<file path="config.mk">
export PLATFORM = sky130hd
export DESIGN_NAME = efw_scan
export DESIGN_NICKNAME = d
export VERILOG_FILES = /design/src/rtl/efw_pkg.sv /design/src/rtl/efw_mem.sv /design/src/rtl/efw_scan.sv
export VERILOG_INCLUDE_DIRS = /design/src /design/src/rtl
export SDC_FILE = /design/constraint.sdc
export NUM_CORES = 1
export LEC_CHECK = 0
export BUFFER_PORTS_ARGS = -buffer_cell sky130_fd_sc_hd__buf_2
export CELL_PAD_IN_SITES_DETAIL_PLACEMENT = 0
export CELL_PAD_IN_SITES_GLOBAL_PLACEMENT = 1
export CORE_MARGIN = 8
export CORE_UTILIZATION = 56
export CTS_BUF_LIST = sky130_fd_sc_hd__clkbuf_4
export DETAILED_ROUTE_END_ITERATION = 10
export GPL_ROUTABILITY_DRIVEN = 0
export PLACE_DENSITY = 0.89
export SETUP_SLACK_MARGIN = 0.15
export SLEW_MARGIN = 15
export SYNTH_ARGS = -nofsm -noshare
export SYNTH_HDL_FRONTEND = slang
export SYNTH_SLANG_ARGS = --single-unit
</file>
<file path="constraint.sdc">
create_clock -name clk -period 6.9 [get_ports clk]
set_input_delay 1.38 -clock clk [delete_from_list [all_inputs] [get_ports clk]]
set_output_delay 1.38 -clock clk [all_outputs]
set_load 0.02 [all_outputs]
</file>
<file path="src/rtl/earliest_free_worker_scheduler_macros.svh">
// ----------------------------------------------------------------------------
// earliest_free_worker_scheduler_macros
// Assertion macros shared by the scheduler RTL.
// ----------------------------------------------------------------------------
`ifndef EARLIEST_FREE_WORKER_SCHEDULER_MACROS_SVH
`define EARLIEST_FREE_WORKER_SCHEDULER_MACROS_SVH

// same-cycle implication, checked outside reset
`define EFW_ASSERT_IMPL(lbl, ck, rn, ante, cons) \
  lbl: assert property (@(posedge ck) disable iff (!rn) (ante) |-> (cons)) \
    else $error("efw: same-cycle check failed");

// next-cycle implication, checked outside reset
`define EFW_ASSERT_NEXT(lbl, ck, rn, ante, cons) \
  lbl: assert property (@(posedge ck) disable iff (!rn) (ante) |=> (cons)) \
    else $error("efw: next-cycle check failed");

`endif

</file>
<file path="src/rtl/efw_pkg.sv">
// ----------------------------------------------------------------------------
// efw_pkg
// Shared constants, types and scan state encoding for the scheduler.
// ----------------------------------------------------------------------------
package efw_pkg;

  localparam int MAX_WORKERS_DEF = 16;
  localparam int TIME_BITS_DEF   = 48;

  localparam int DUR_W     = 32;
  localparam int WKR_OUT_W = 4;
  localparam int START_W   = 48;
  localparam int CFG_W     = 5;

  typedef enum logic [1:0] {
    SC_IDLE,
    SC_RUN,
    SC_DRAIN
  } scan_state_t;

  // job handed from the front end to the scan engine
  typedef struct packed {
    logic             start;
    logic [DUR_W-1:0] dur;
  } efw_cmd_t;

  // scan engine status back to the front end
  typedef struct packed {
    logic             busy;
    logic [DUR_W-1:0] gap;
  } efw_sts_t;

endpackage

</file>
<file path="src/rtl/efw_mem.sv">
// ----------------------------------------------------------------------------
// efw_mem
// Remaining-time store: one write and one registered read port per cycle.
// Per-entry valid bits make unwritten entries read as zero after reset.
// ----------------------------------------------------------------------------
module efw_mem import efw_pkg::*; #(
  parameter int DEPTH  = MAX_WORKERS_DEF,
  parameter int IDX_W  = 4,
  parameter int DATA_W = DUR_W
) (
  input  logic              clk,
  input  logic              rst_n,
  input  logic              wr_en,
  input  logic [IDX_W-1:0]  wr_addr,
  input  logic [DATA_W-1:0] wr_data,
  input  logic              rd_en,
  input  logic [IDX_W-1:0]  rd_addr,
  output logic [DATA_W-1:0] rd_data
);

  logic [DATA_W-1:0] mem [DEPTH];
  logic [DEPTH-1:0]  vld_r;
  logic [DATA_W-1:0] rd_q_r;
  logic              rd_ok_r;

  always_ff @(posedge clk) begin
    if (wr_en) begin
      mem[wr_addr] <= wr_data;
    end
    if (rd_en) begin
      rd_q_r <= mem[rd_addr];
    end
  end

  always_ff @(posedge clk) begin
    if (!rst_n) begin
      vld_r   <= '0;
      rd_ok_r <= 1'b0;
    end else begin
      if (wr_en) begin
        vld_r[wr_addr] <= 1'b1;
      end
      if (rd_en) begin
        rd_ok_r <= vld_r[rd_addr];
      end
    end
  end

  assign rd_data = rd_ok_r ? rd_q_r : '0;

endmodule

</file>
<file path="src/rtl/efw_scan.sv">
// ----------------------------------------------------------------------------
// efw_scan
// Per-job pass over the remaining-time store: applies the previous gap,
// inserts the new job, finds the first minimum and keeps it as the next gap.
// ----------------------------------------------------------------------------
`include "earliest_free_worker_scheduler_macros.svh"

module efw_scan import efw_pkg::*; #(
  parameter int MAX_WORKERS = MAX_WORKERS_DEF,
  parameter int IDX_W       = 4,
  parameter int CNT_W       = 5
) (
  input  logic             clk,
  input  logic             rst_n,
  input  efw_cmd_t         cmd,
  input  logic [CNT_W-1:0] n_act,
  output efw_sts_t         sts,
  output logic [IDX_W-1:0] best_worker
);

  scan_state_t      state_r, state_nxt;
  logic [CNT_W-1:0] cnt_r, cnt_nxt;
  logic [CNT_W-1:0] m_r;
  logic [CNT_W-1:0] ncur_r;
  logic [CNT_W-1:0] nprev_r, nprev_nxt;
  logic [IDX_W-1:0] w_r;
  logic [DUR_W-1:0] g_r;
  logic [DUR_W-1:0] dur_r;
  logic             p_vld_r, p_vld_nxt;
  logic [IDX_W-1:0] p_idx_r, p_idx_nxt;
  logic [DUR_W-1:0] min_r, min_nxt;
  logic [IDX_W-1:0] best_r, best_nxt;

  logic             go;
  logic             rd_en;
  logic [DUR_W-1:0] rd_val;
  logic [DUR_W-1:0] upd_val;
  logic [CNT_W-1:0] p_ext;
  logic             take;

  efw_mem #(
    .DEPTH  (MAX_WORKERS),
    .IDX_W  (IDX_W),
    .DATA_W (DUR_W)
  ) u_mem (
    .clk     (clk),
    .rst_n   (rst_n),
    .wr_en   (p_vld_r),
    .wr_addr (p_idx_r),
    .wr_data (upd_val),
    .rd_en   (rd_en),
    .rd_addr (cnt_r[IDX_W-1:0]),
    .rd_data (rd_val)
  );

  assign go = cmd.start && (state_r == SC_IDLE);

  // sequencer: one read issued per cycle in RUN, then a drain state for the last write
  always_comb begin
    state_nxt = state_r;
    cnt_nxt   = cnt_r;
    nprev_nxt = nprev_r;
    rd_en     = 1'b0;
    p_vld_nxt = 1'b0;
    p_idx_nxt = p_idx_r;
    case (state_r)
      SC_IDLE: begin
        if (go) begin
          cnt_nxt   = '0;
          state_nxt = SC_RUN;
        end
      end
      SC_RUN: begin
        rd_en     = 1'b1;
        p_vld_nxt = 1'b1;
        p_idx_nxt = cnt_r[IDX_W-1:0];
        cnt_nxt   = cnt_r + CNT_W'(1);
        if (cnt_r == m_r - CNT_W'(1)) begin
          state_nxt = SC_DRAIN;
        end
      end
      SC_DRAIN: begin
        nprev_nxt = ncur_r;
        state_nxt = SC_IDLE;
      end
      default: begin
        state_nxt = SC_IDLE;
      end
    endcase
  end

  // read-modify-write stage; the previous gap only applies to the previous active set
  always_comb begin
    p_ext = CNT_W'(p_idx_r);
    if (p_idx_r == w_r) begin
      upd_val = dur_r;
    end else if (p_ext < nprev_r) begin
      upd_val = rd_val - g_r;
    end else begin
      upd_val = rd_val;
    end
    take     = p_vld_r && (p_ext < ncur_r) && ((p_idx_r == '0) || (upd_val < min_r));
    min_nxt  = take ? upd_val : min_r;
    best_nxt = take ? p_idx_r : best_r;
  end

  always_ff @(posedge clk) begin
    if (!rst_n) begin
      state_r <= SC_IDLE;
      nprev_r <= CNT_W'(1);
      p_vld_r <= 1'b0;
      min_r   <= '0;
      best_r  <= '0;
    end else begin
      state_r <= state_nxt;
      nprev_r <= nprev_nxt;
      p_vld_r <= p_vld_nxt;
      min_r   <= min_nxt;
      best_r  <= best_nxt;
    end
  end

  always_ff @(posedge clk) begin
    cnt_r   <= cnt_nxt;
    p_idx_r <= p_idx_nxt;
    if (go) begin
      w_r    <= best_r;
      g_r    <= min_r;
      dur_r  <= cmd.dur;
      ncur_r <= n_act;
      m_r    <= (n_act > nprev_r) ? n_act : nprev_r;
    end
  end

  assign sts.busy    = (state_r != SC_IDLE);
  assign sts.gap     = min_r;
  assign best_worker = best_r;

  `EFW_ASSERT_IMPL(a_start_when_idle, clk, rst_n, cmd.start, state_r == SC_IDLE)
  `EFW_ASSERT_IMPL(a_wr_in_pass, clk, rst_n, p_vld_r, p_ext < m_r)
  `EFW_ASSERT_IMPL(a_job_slot_active, clk, rst_n, state_r == SC_RUN, CNT_W'(w_r) < nprev_r)
  `EFW_ASSERT_NEXT(a_best_active, clk, rst_n, state_r == SC_DRAIN, CNT_W'(best_r) < ncur_r)

endmodule

</file>
==> results of run 1 <==
-- layer usage --
metal | part of all wire | GRT usage | vias up
met5 | 0 | 0 | -
met4 | 0.027 | 0.0931 | 0
met3 | 0.092 | 0.0544 | 138
met2 | 0.50 | 0.392 | 953
met1 | 0.38 | 0.302 | 8489
li1 | - | - | 7279
-- area by class of cell --
| cell class | instances | area [µm²] | share of cell area |
|---|---|---|---|
| sequential | 692 | 20200 | 0.615 |
| multi-input combinational | 852 | 8440 | 0.257 |
| clock buffer | 240 | 1800 | 0.0550 |
| timing repair buffer | 134 | 866 | 0.0264 |
| tap | 680 | 851 | 0.0259 |
| clock inverter | 52 | 350 | 0.0107 |
| inverter | 82 | 308 | 0.00939 |
| antenna | 2 | 5.00 | 0.000153 |
-- flip-flops by register name, indices dropped and copies added, names as in the netlist --
register	cells
u_mem.rd_ok_r	1
ncur_r	5
dur_r	32
u_mem.vld_r	16
u_mem.rd_q_r	32
state_r	2
u_mem.mem	512
m_r	5
p_vld_r	1
cnt_r	5
min_r	32
p_idx_r	4
g_r	32
nprev_r	5
best_worker	4
w_r	4
-- path summary, 6_finish.rpt --
kind | startpoint | to | slack [ns]
setup / recovery | u_mem.rd_q_r[0]$_DFFE_PP_ | min_r[24]$_SDFFE_PN0P_ | 0.68
setup reg to reg | u_mem.rd_q_r[0]$_DFFE_PP_ | min_r[24]$_SDFFE_PN0P_ | 0.68
hold reg to reg | best_worker[3]$_SDFFE_PN0P_ | w_r[3]$_DFFE_PP_ | 0.46
hold / removal | best_worker[3]$_SDFFE_PN0P_ | w_r[3]$_DFFE_PP_ | 0.46
-- synth_stat cells (6+ instances only) --
| cell | number |
|---|---|
| o21ai_0 | 41 |
| nand4_1 | 13 |
| inv_1 | 81 |
| xor2_1 | 11 |
| nand3_1 | 17 |
| or3_1 | 10 |
| buf_1 | 17 |
| mux4_2 | 165 |
| clkbuf_1 | 49 |
| nor3_1 | 16 |
| o2bb2ai_1 | 6 |
| buf_2 | 8 |
| and3_1 | 9 |
| mux2i_1 | 30 |
| o211ai_1 | 7 |
| a31oi_1 | 14 |
| nand2b_1 | 11 |
| a21oi_1 | 63 |
| and2_1 | 36 |
| nand2_1 | 63 |
| o21a_1 | 12 |
| nor2_1 | 133 |
| xnor2_1 | 15 |
| ha_1 | 75 |
| edfxtp_1 | 631 |
| dfxtp_1 | 61 |
| a21o_1 | 19 |
-- through the flow --
stage	instances	total power [mW]	util
final	2734	9.58	0.639
after global routing	2734	9.95	0.639
after CTS	2732	9.65	0.639
after detailed placement	2440	6.29	0.597
after global placement	2440	6.23	0.597
after floorplan	1702	5.84	-
-- kinds of logic (layout without fill, tap and decap cells) --
family,count (synthesis),after routing
AOI/OAI and AO/OA,215,215
xor gates and xnor gates,26,26
adders and majority gates,76,76
buffers and inverters,158,508
DFF,692,692
muxes,197,197
other,0,2
and+or+nand+nor,338,338
-- report_power, final --
| group | switching (mW) | leakage, nW | internal, mW |
|---|---|---|---|
| clock network | 1.58 | 1.28 | 1.79 |
| logic | 0.789 | 3.80 | 0.508 |
| registers | 0.0562 | 6.31 | 4.86 |
-- worst max-delay path, stage by stage (launching register included) --
cell	delay [ns]
edfxtp_1	0.44
nand2_1	0.10
ha_1	0.22
fa_1	0.42
and2b_1	0.26
o2111ai_1	0.20
a31oi_2	0.36
a21boi_0	0.25
o21ai_0	0.58
a311oi_1	0.23
a211oi_2	0.25
buf_4	0.27
ha_1	0.29
a21o_1	0.17
a2111oi_0	0.36
o21ai_0	0.21
a221oi_1	0.27
nand4b_1	0.22
o21a_1	0.47
nor2_1	0.42
o2bb2ai_1	0.17
-- repair_timing --
item / 4_1_cts / 5_1_grt
hold buffers: 0 / 0
setup buffers: 0 / 0
resized for setup: 0 / 1
endpoints found under the setup margin: 0 / 6
==> results.cfg, run 1 <==
[floorplan]
dieHeight_um = 244
die_w_um = 244
core_um2 = 51300
initial_utilization = 0.567
die_area_um2 = 59400
num_io_pins = 77
row_count = 83

[yosys]
synth_compound_area_frac = 0.0492
synth_cell_types = 74
synth_nets = 1818
ys_warn_count = 0
synth_top_family_by_area = multiplexers
yosys.area_share.xor_xnor = 0.00784
synthTopCellsByArea = edfxtp_1 65%, mux4_2 13%, dfxtp_1 4.2%, ha_1 3.2%, nor2_1 1.7%
ys_seq_area_frac = 0.694
synth_cells = 1702
syn_area_um2 = 29100
synth_top_area_share = 0.652
ys_ff_latch = 692
synth_flop_cell = edfxtp_1
synth.area.mux_share = 0.139
synth-simple-area-share = 0.0561
synth_fa_ha_area_frac = 0.0330
syn_avg_cell_area_um2 = 17.1
synth_largest_area_cell = edfxtp_1
synth_edf_count = 631
async_flop_share = 0

[worst_setup_path]
worst_setup_path_start_kind = flip-flop
cp_data_required_time_ns = 7.81
cp_max_fo = 18
crit_path_end_kind = flip-flop
crit_arrival_ns = 7.13
critical_path_class = reg -> reg
r2r_cells = 20

[timing]
tns_ns = 0
maxSlewViolCount = 0
min_period_over_period = 0.902
timing.final.ws_setup_ns = 0.676
finalHoldWorstSlack_ns = 0.456
finalCriticalPeriod_ns = 6.22
worstMarginPinSlew_ns = 1.11
fin_skew_ns = 0.0524
fmax_ghz = 0.161
setup_violations = 0
hold_viol_final = 0
grt_setup_unrepaired = no
relSlewSlack = 0.263

[pwr]
leakagePower_nw = 11.4
ir_worst_vdd_uv = 169
powerDensity_nw_per_um2 = 292

[cts]
htreeDepth = 4
clock_path_buffers = 3
cts_tree = yes
clk_latency_ns = 0.98
clk_pin_slew_ns = 0.07
cts.sinks = 692
cts_root_buf = clkbuf_4
numCtsBuffers = 164

[final_layout]
layout-drive-gt1-share = 0.293
fin_area_um2 = 32800
fin_nets = 2042
most-common-layout-cells = 631 x edfxtp_1, 240 x clkbuf_4, 165 x mux4_2
syn2layout_area_growth_pct = 12.8
final_common_cell = edfxtp_1
fillers = 3462

[global_routing]
track_usage = 0.237
grt_pass1_wl_um = 105000
grt_pass1_vias = 17142
overflow = 0
antenna_found_initial = 2
grt_max_degree = 137

[status]
status = completed

[placement]
pre_cts_slack_ns = 0.630
port_buffers = 76
dp_hpwl_um = 41000
placed_cell_area_um2 = 30600

[drt]
drc = 0
firstDrtPassIters = 6
drtIter0Drc = 1818
wl_per_cell_um = 25.7
ant_nets = 0
num_vias = 16859
via_per_inst = 6.17
wl_um = 70200

[job]
maxCapViolCount = 0

[hold_path]
hold_class = reg -> reg
whs_path_depth = 0
(Power assumes the default switching activity.)
==> inputs of run 2 (changes only) <==
BUFFER_PORTS_ARGS = default   (was -buffer_cell sky130_fd_sc_hd__buf_2)
CORE_UTILIZATION = 55   (was 56)
CTS_BUF_LIST = default   (was sky130_fd_sc_hd__clkbuf_4)
DONT_BUFFER_PORTS = 1   (was default)
PLACE_DENSITY = 0.86   (was 0.89)
==> results.cfg, run 2 (synthesis results as in run 1) <==
[global_routing]
grt_pass1_vias = 16387
grt_max_degree = 115
track_usage = 0.242
overflow = 0
grt_pass1_wl_um = 108000
antenna_found_initial = 1

[drt]
drc = 0
ant_nets = 0
wl_um = 73300
via_per_inst = 6.52
num_vias = 16264
drtIter0Drc = 1732
firstDrtPassIters = 6
wl_per_cell_um = 29.4

[final_layout]
fillers = 3525
syn2layout_area_growth_pct = 11.8
largest-register = u_mem.mem
most-common-layout-cells = 631 x edfxtp_1, 165 x mux4_2, 121 x nor2_1
fin_area_um2 = 32500
fin_nets = 1871
layout-drive-gt1-share = 0.203
largest_reg_flops = 512
final_common_cell = edfxtp_1

[worst_setup_path]
critical_path_class = reg -> reg
crit_path_cell_trace = and2_1 -> ha_1 -> and4_1 -> and2_1 -> nand4_1 -> o21ai_0 -> a21oi_1 -> o21bai_1 -> xor2_1 -> a21oi_1 -> nor2_1 -> ha_1 -> a21o_1 -> a21o_1 -> a21oi_1 -> nor2b_1 -> o2111ai_1 -> nand4b_1 -> o21ai_4 -> buf_4 -> mux2i_1 -> nor2_1
critPathTopFamily = compound AO/OA/AOI/OAI gates
crit_path_end_kind = flip-flop
crit_arrival_ns = 6.93
worst_setup_path_start_kind = flip-flop
max_stage_delay_ns = 0.97
cp.buffers_inverters = 1
cp_data_required_time_ns = 7.35
crit_slowest_cell = nor2_1
crit_top_cell = a21oi_1
cp_max_fo = 25

[timing]
grt_setup_unrepaired = no
min_period_over_period = 0.940
relSlewSlack = 0.153
setup_violations = 0
tns_ns = 0
maxSlewViolCount = 0
worstMarginPinSlew_ns = 1.27
finalCriticalPeriod_ns = 6.48
timing.final.ws_setup_ns = 0.417
hold_viol_final = 0
fmax_ghz = 0.154
fin_skew_ns = 0.0307

[status]
status = completed

[cts]
cts.sinks = 692
clk_latency_ns = 0.61
cts_tree = yes
clock_path_buffers = 3
cts_setup_buffers = 0
clk_pin_slew_ns = 0.06
cts.repair.resized = 1
numCtsBuffers = 67
htreeDepth = 3
cts_root_buf = clkbuf_16
cts_hold_buf = 0

[floorplan]
dieHeight_um = 246
core_um2 = 52400
row_count = 84
die_area_um2 = 60500
die_w_um = 246
initial_utilization = 0.554
num_io_pins = 77

[pwr]
leakagePower_nw = 10.9
ir_worst_vdd_uv = 165
powerDensity_nw_per_um2 = 305
p_total_mw = 9.91

[placement]
dp_hpwl_um = 41000
pre_cts_slack_ns = 0.145
port_buffers = 0
placed_cell_area_um2 = 30200

[job]
maxCapViolCount = 0

[hold_path]
hold_class = reg -> reg
==> run 2: path summary, 6_finish.rpt <==
kind / slack (ns) / end / from / depth (start not counted)
min: 0.47 / u_mem.vld_r[11]$_SDFFE_PN0P_ / u_mem.vld_r[11]$_SDFFE_PN0P_ / 2
max reg2reg: 0.42 / min_r[17]$_SDFFE_PN0P_ / u_mem.rd_ok_r$_SDFFE_PN0P_ / 22
min reg2reg: 0.47 / u_mem.vld_r[11]$_SDFFE_PN0P_ / u_mem.vld_r[11]$_SDFFE_PN0P_ / 2
max: 0.42 / min_r[17]$_SDFFE_PN0P_ / u_mem.rd_ok_r$_SDFFE_PN0P_ / 22
==> run 2: area by class of cell <==
type | instances | area, µm² | share of cell area
diodes | 1 | 2.50 | 0.0000770
clock buffers | 81 | 1800 | 0.0555
clock inverters | 38 | 407 | 0.0125
inverters | 82 | 308 | 0.00947
multi-input cells | 852 | 8430 | 0.260
flip-flops and latches | 692 | 20200 | 0.621
well taps | 688 | 861 | 0.0265
repair buffers | 60 | 512 | 0.0157
==> run 2: through the flow <==
step                      hold slack [ns]  instances  utilization
after floorplan                     0.424       1702            -
after global placement              0.444       2372        0.577
after detailed placement            0.457       2372        0.577
after CTS                           0.471       2491        0.619
after global routing                0.500       2493        0.620
final                               0.466       2494        0.620
==> run 2: power breakdown <==
group / switching, mW / total, mW / internal, mW
Clock: 1.57 / 3.71 / 2.14
Sequential: 0.0810 / 4.94 / 4.86
Combinational: 0.768 / 1.27 / 0.497
==> run 2: worst min-delay path, delay by kind of cell, from the launching register on <==
kind             cells  cell delay [ns]
and+or+nand+nor      2             0.11
DFF                  1             0.32
==> run 2: routing by layer <==
layer	track usage	wire length [µm]	vias to the layer above
met3	0.0361	6950	158
met4	0.0977	2550	0
li1	-	-	6817
met1	0.313	27000	8309
met2	0.410	36800	980
met5	0	0	-
==> inputs of run 3 (changes only) <==
ABC_AREA = 1   (was default)
CORE_UTILIZATION = 47   (was 55)
PLACE_DENSITY = 0.83   (was 0.86)
clock period = 5.5 ns   (was 6.9 ns; I/O delays follow)
==> results.cfg, run 3 <==
[status]
status = completed

[yosys]
ys_warn_count = 0
synth_cell_types = 41
synthTopCellsByArea = edfxtp_1 64%, nor2_1 5.3%, o21ai_0 5.2%, dfxtp_1 4.1%, nand2_1 3.4%
synth_flop_cell = edfxtp_1
syn_avg_cell_area_um2 = 11.4
synth_edf_count = 631
syn_area_um2 = 29800
synth_nets = 2734
synth_largest_area_cell = edfxtp_1
ys_seq_area_frac = 0.678
synth_common_cells = 631 x edfxtp_1, 421 x nor2_1, 309 x o21ai_0, 266 x nand2_1, 212 x inv_1
synth_top_area_share = 0.637
ys_ff_latch = 692
yosysMostFrequentCell = edfxtp_1
async_flop_share = 0
synth_cells = 2618

[cts]
cts_tree = yes
cts.sinks = 692
clk_pin_slew_ns = 0.06
cts_root_buf = clkbuf_16
cts_hold_buf = 0
clock_path_buffers = 3
numCtsBuffers = 69
clk_latency_ns = 0.62
htreeDepth = 3

[hold_path]
hold_class = reg -> reg

[drt]
drc = 0
num_vias = 20490
wl_um = 79700
wl_met2_um = 38600
wl_per_cell_um = 22.8
ant_nets = 0
wl_met3_um = 7300
topRoutingLayerUsed = met5
via_per_inst = 5.85
firstDrtPassIters = 6
drtIter0Drc = 2116
wl_met1_um = 31100

[global_routing]
grt_pass1_vias = 19863
grt_pass1_wl_um = 118000
overflow = 0
grt_max_degree = 192
antenna_found_initial = 2
track_usage = 0.218

[worst_setup_path]
worst_setup_path_start_kind = flip-flop
crit_arrival_ns = 5.62
cp_data_required_time_ns = 6.00
cp_max_fo = 27
crit_path_end_kind = flip-flop
critical_path_class = reg -> reg

[timing]
relSlewSlack = 0.276
worstMarginPinSlew_ns = 1.09
finalCriticalPeriod_ns = 5.12
fin_skew_ns = 0.0222
fmax_ghz = 0.195
setup_violations = 0
tns_ns = 0
maxSlewViolCount = 0
hold_viol_final = 0
min_period_over_period = 0.932
grt_setup_unrepaired = no

[final_layout]
n_antenna_cell = 0
final_util = 0.527
largest-register = u_mem.mem
fillers = 5246
syn2layout_area_growth_pct = 11.2
final_common_cell = edfxtp_1
fin_nets = 2718
largest_reg_flops = 512
layout-drive-gt1-share = 0.0688
most-common-layout-cells = 631 x edfxtp_1, 401 x nor2_1, 308 x o21ai_0

[floorplan]
initial_utilization = 0.474
core_um2 = 62900
num_io_pins = 77
row_count = 92
die_area_um2 = 71600
die_w_um = 268
dieHeight_um = 268

[pwr]
leakagePower_nw = 11.9
powerDensity_nw_per_um2 = 404
ir_worst_vdd_uv = 209

[placement]
dp_hpwl_um = 45100
port_buffers = 0

[job]
maxCapViolCount = 0
==> run 3: where the power goes <==
group	switching, mW	internal, mW	leakage [nW]
Clock	1.98	2.65	1.08
Combinational	1.73	0.647	4.51
Sequential	0.154	6.22	6.30
==> run 3: worst max-delay path: stages, from the launching register on <==
cell and delay, ns:
dfxtp_1 0.35, buf_6 0.19, nand2_1 0.12, inv_1 0.05, ha_1 0.35, nand2_1 0.13, nor2_1 0.17, inv_1 0.06
nor4_1 0.68, nand3_1 0.35, nand3_1 0.17, nand2_1 0.05, o21ai_0 0.21, nand2_1 0.11, ha_1 0.32, nand4_1 0.12
nor4_2 0.31, inv_1 0.08, nor4_1 0.22, nand2_1 0.10, nand2_1 0.16, nand2_8 0.18, buf_4 0.25, a21oi_1 0.18
nor2_1 0.07
==> run 3: path summary, 6_finish.rpt <==
check / from / to / slack, ns / cells past startpoint
worst min register to register: u_mem.vld_r[2]$_SDFFE_PN0P_ / u_mem.vld_r[2]$_SDFFE_PN0P_ / 0.46 / 2
worst max register to register: u_mem.rd_ok_r$_SDFFE_PN0P_ / min_r[17]$_SDFFE_PN0P_ / 0.38 / 24
worst max-delay path: u_mem.rd_ok_r$_SDFFE_PN0P_ / min_r[17]$_SDFFE_PN0P_ / 0.38 / 24
worst min-delay path: u_mem.vld_r[2]$_SDFFE_PN0P_ / u_mem.vld_r[2]$_SDFFE_PN0P_ / 0.46 / 2
==> run 3: area by class of cell <==
cell class                      count  area, µm²  share of cell area
Clock inverter                     35        372              0.0112
Inverter                          218        823              0.0249
Sequential cell                   692      20200               0.609
Multi-Input combinational cell   1571       8390               0.253
Timing Repair Buffer               50        433              0.0131
Tap cell                          846       1060              0.0320
Clock buffer                       92       1860              0.0563
==> run 3: metal layers <==
layer  vias up  track usage
met5         -            0
met4         2       0.0889
met3       181       0.0380
met2      1019        0.365
met1      9965        0.281
li1       9323            -
==> run 3: what timing repair did <==
item | 4_1_cts | 5_1_grt
setup endpoints to repair | 0 | 26
gates resized for setup | 0 | 12
setup buffers | 0 | 0
hold endpoints to repair | 0 | 0
==> run 3: per-stage QoR <==
stage / area, µm² / power, mW / hold slack (ns) / setup slack [ns] / cells
after floorplan: 29800 / 8.02 / 0.424 / 0.241 / 2618
after global placement: 30800 / 8.72 / 0.445 / 0.458 / 3377
after detailed placement: 30800 / 8.81 / 0.453 / 0.274 / 3377
after CTS: 33100 / 13.4 / 0.468 / 0.236 / 3504
after global routing: 33100 / 13.9 / 0.493 / 0.170 / 3504
final: 33100 / 13.4 / 0.465 / 0.377 / 3504
==> run 3: kinds of logic (layout without fill, tap and decap cells) <==
kind of cell               after synthesis  count (layout)  synth area share
xor gates and xnor gates                29              29           0.00853
adders and majority gates               76              76            0.0322
AOI/OAI and AO/OA                      641             641             0.124
DFF                                    692             692             0.678
and+or+nand+nor                        825             825             0.111
buffers and inverters                  355             395            0.0464
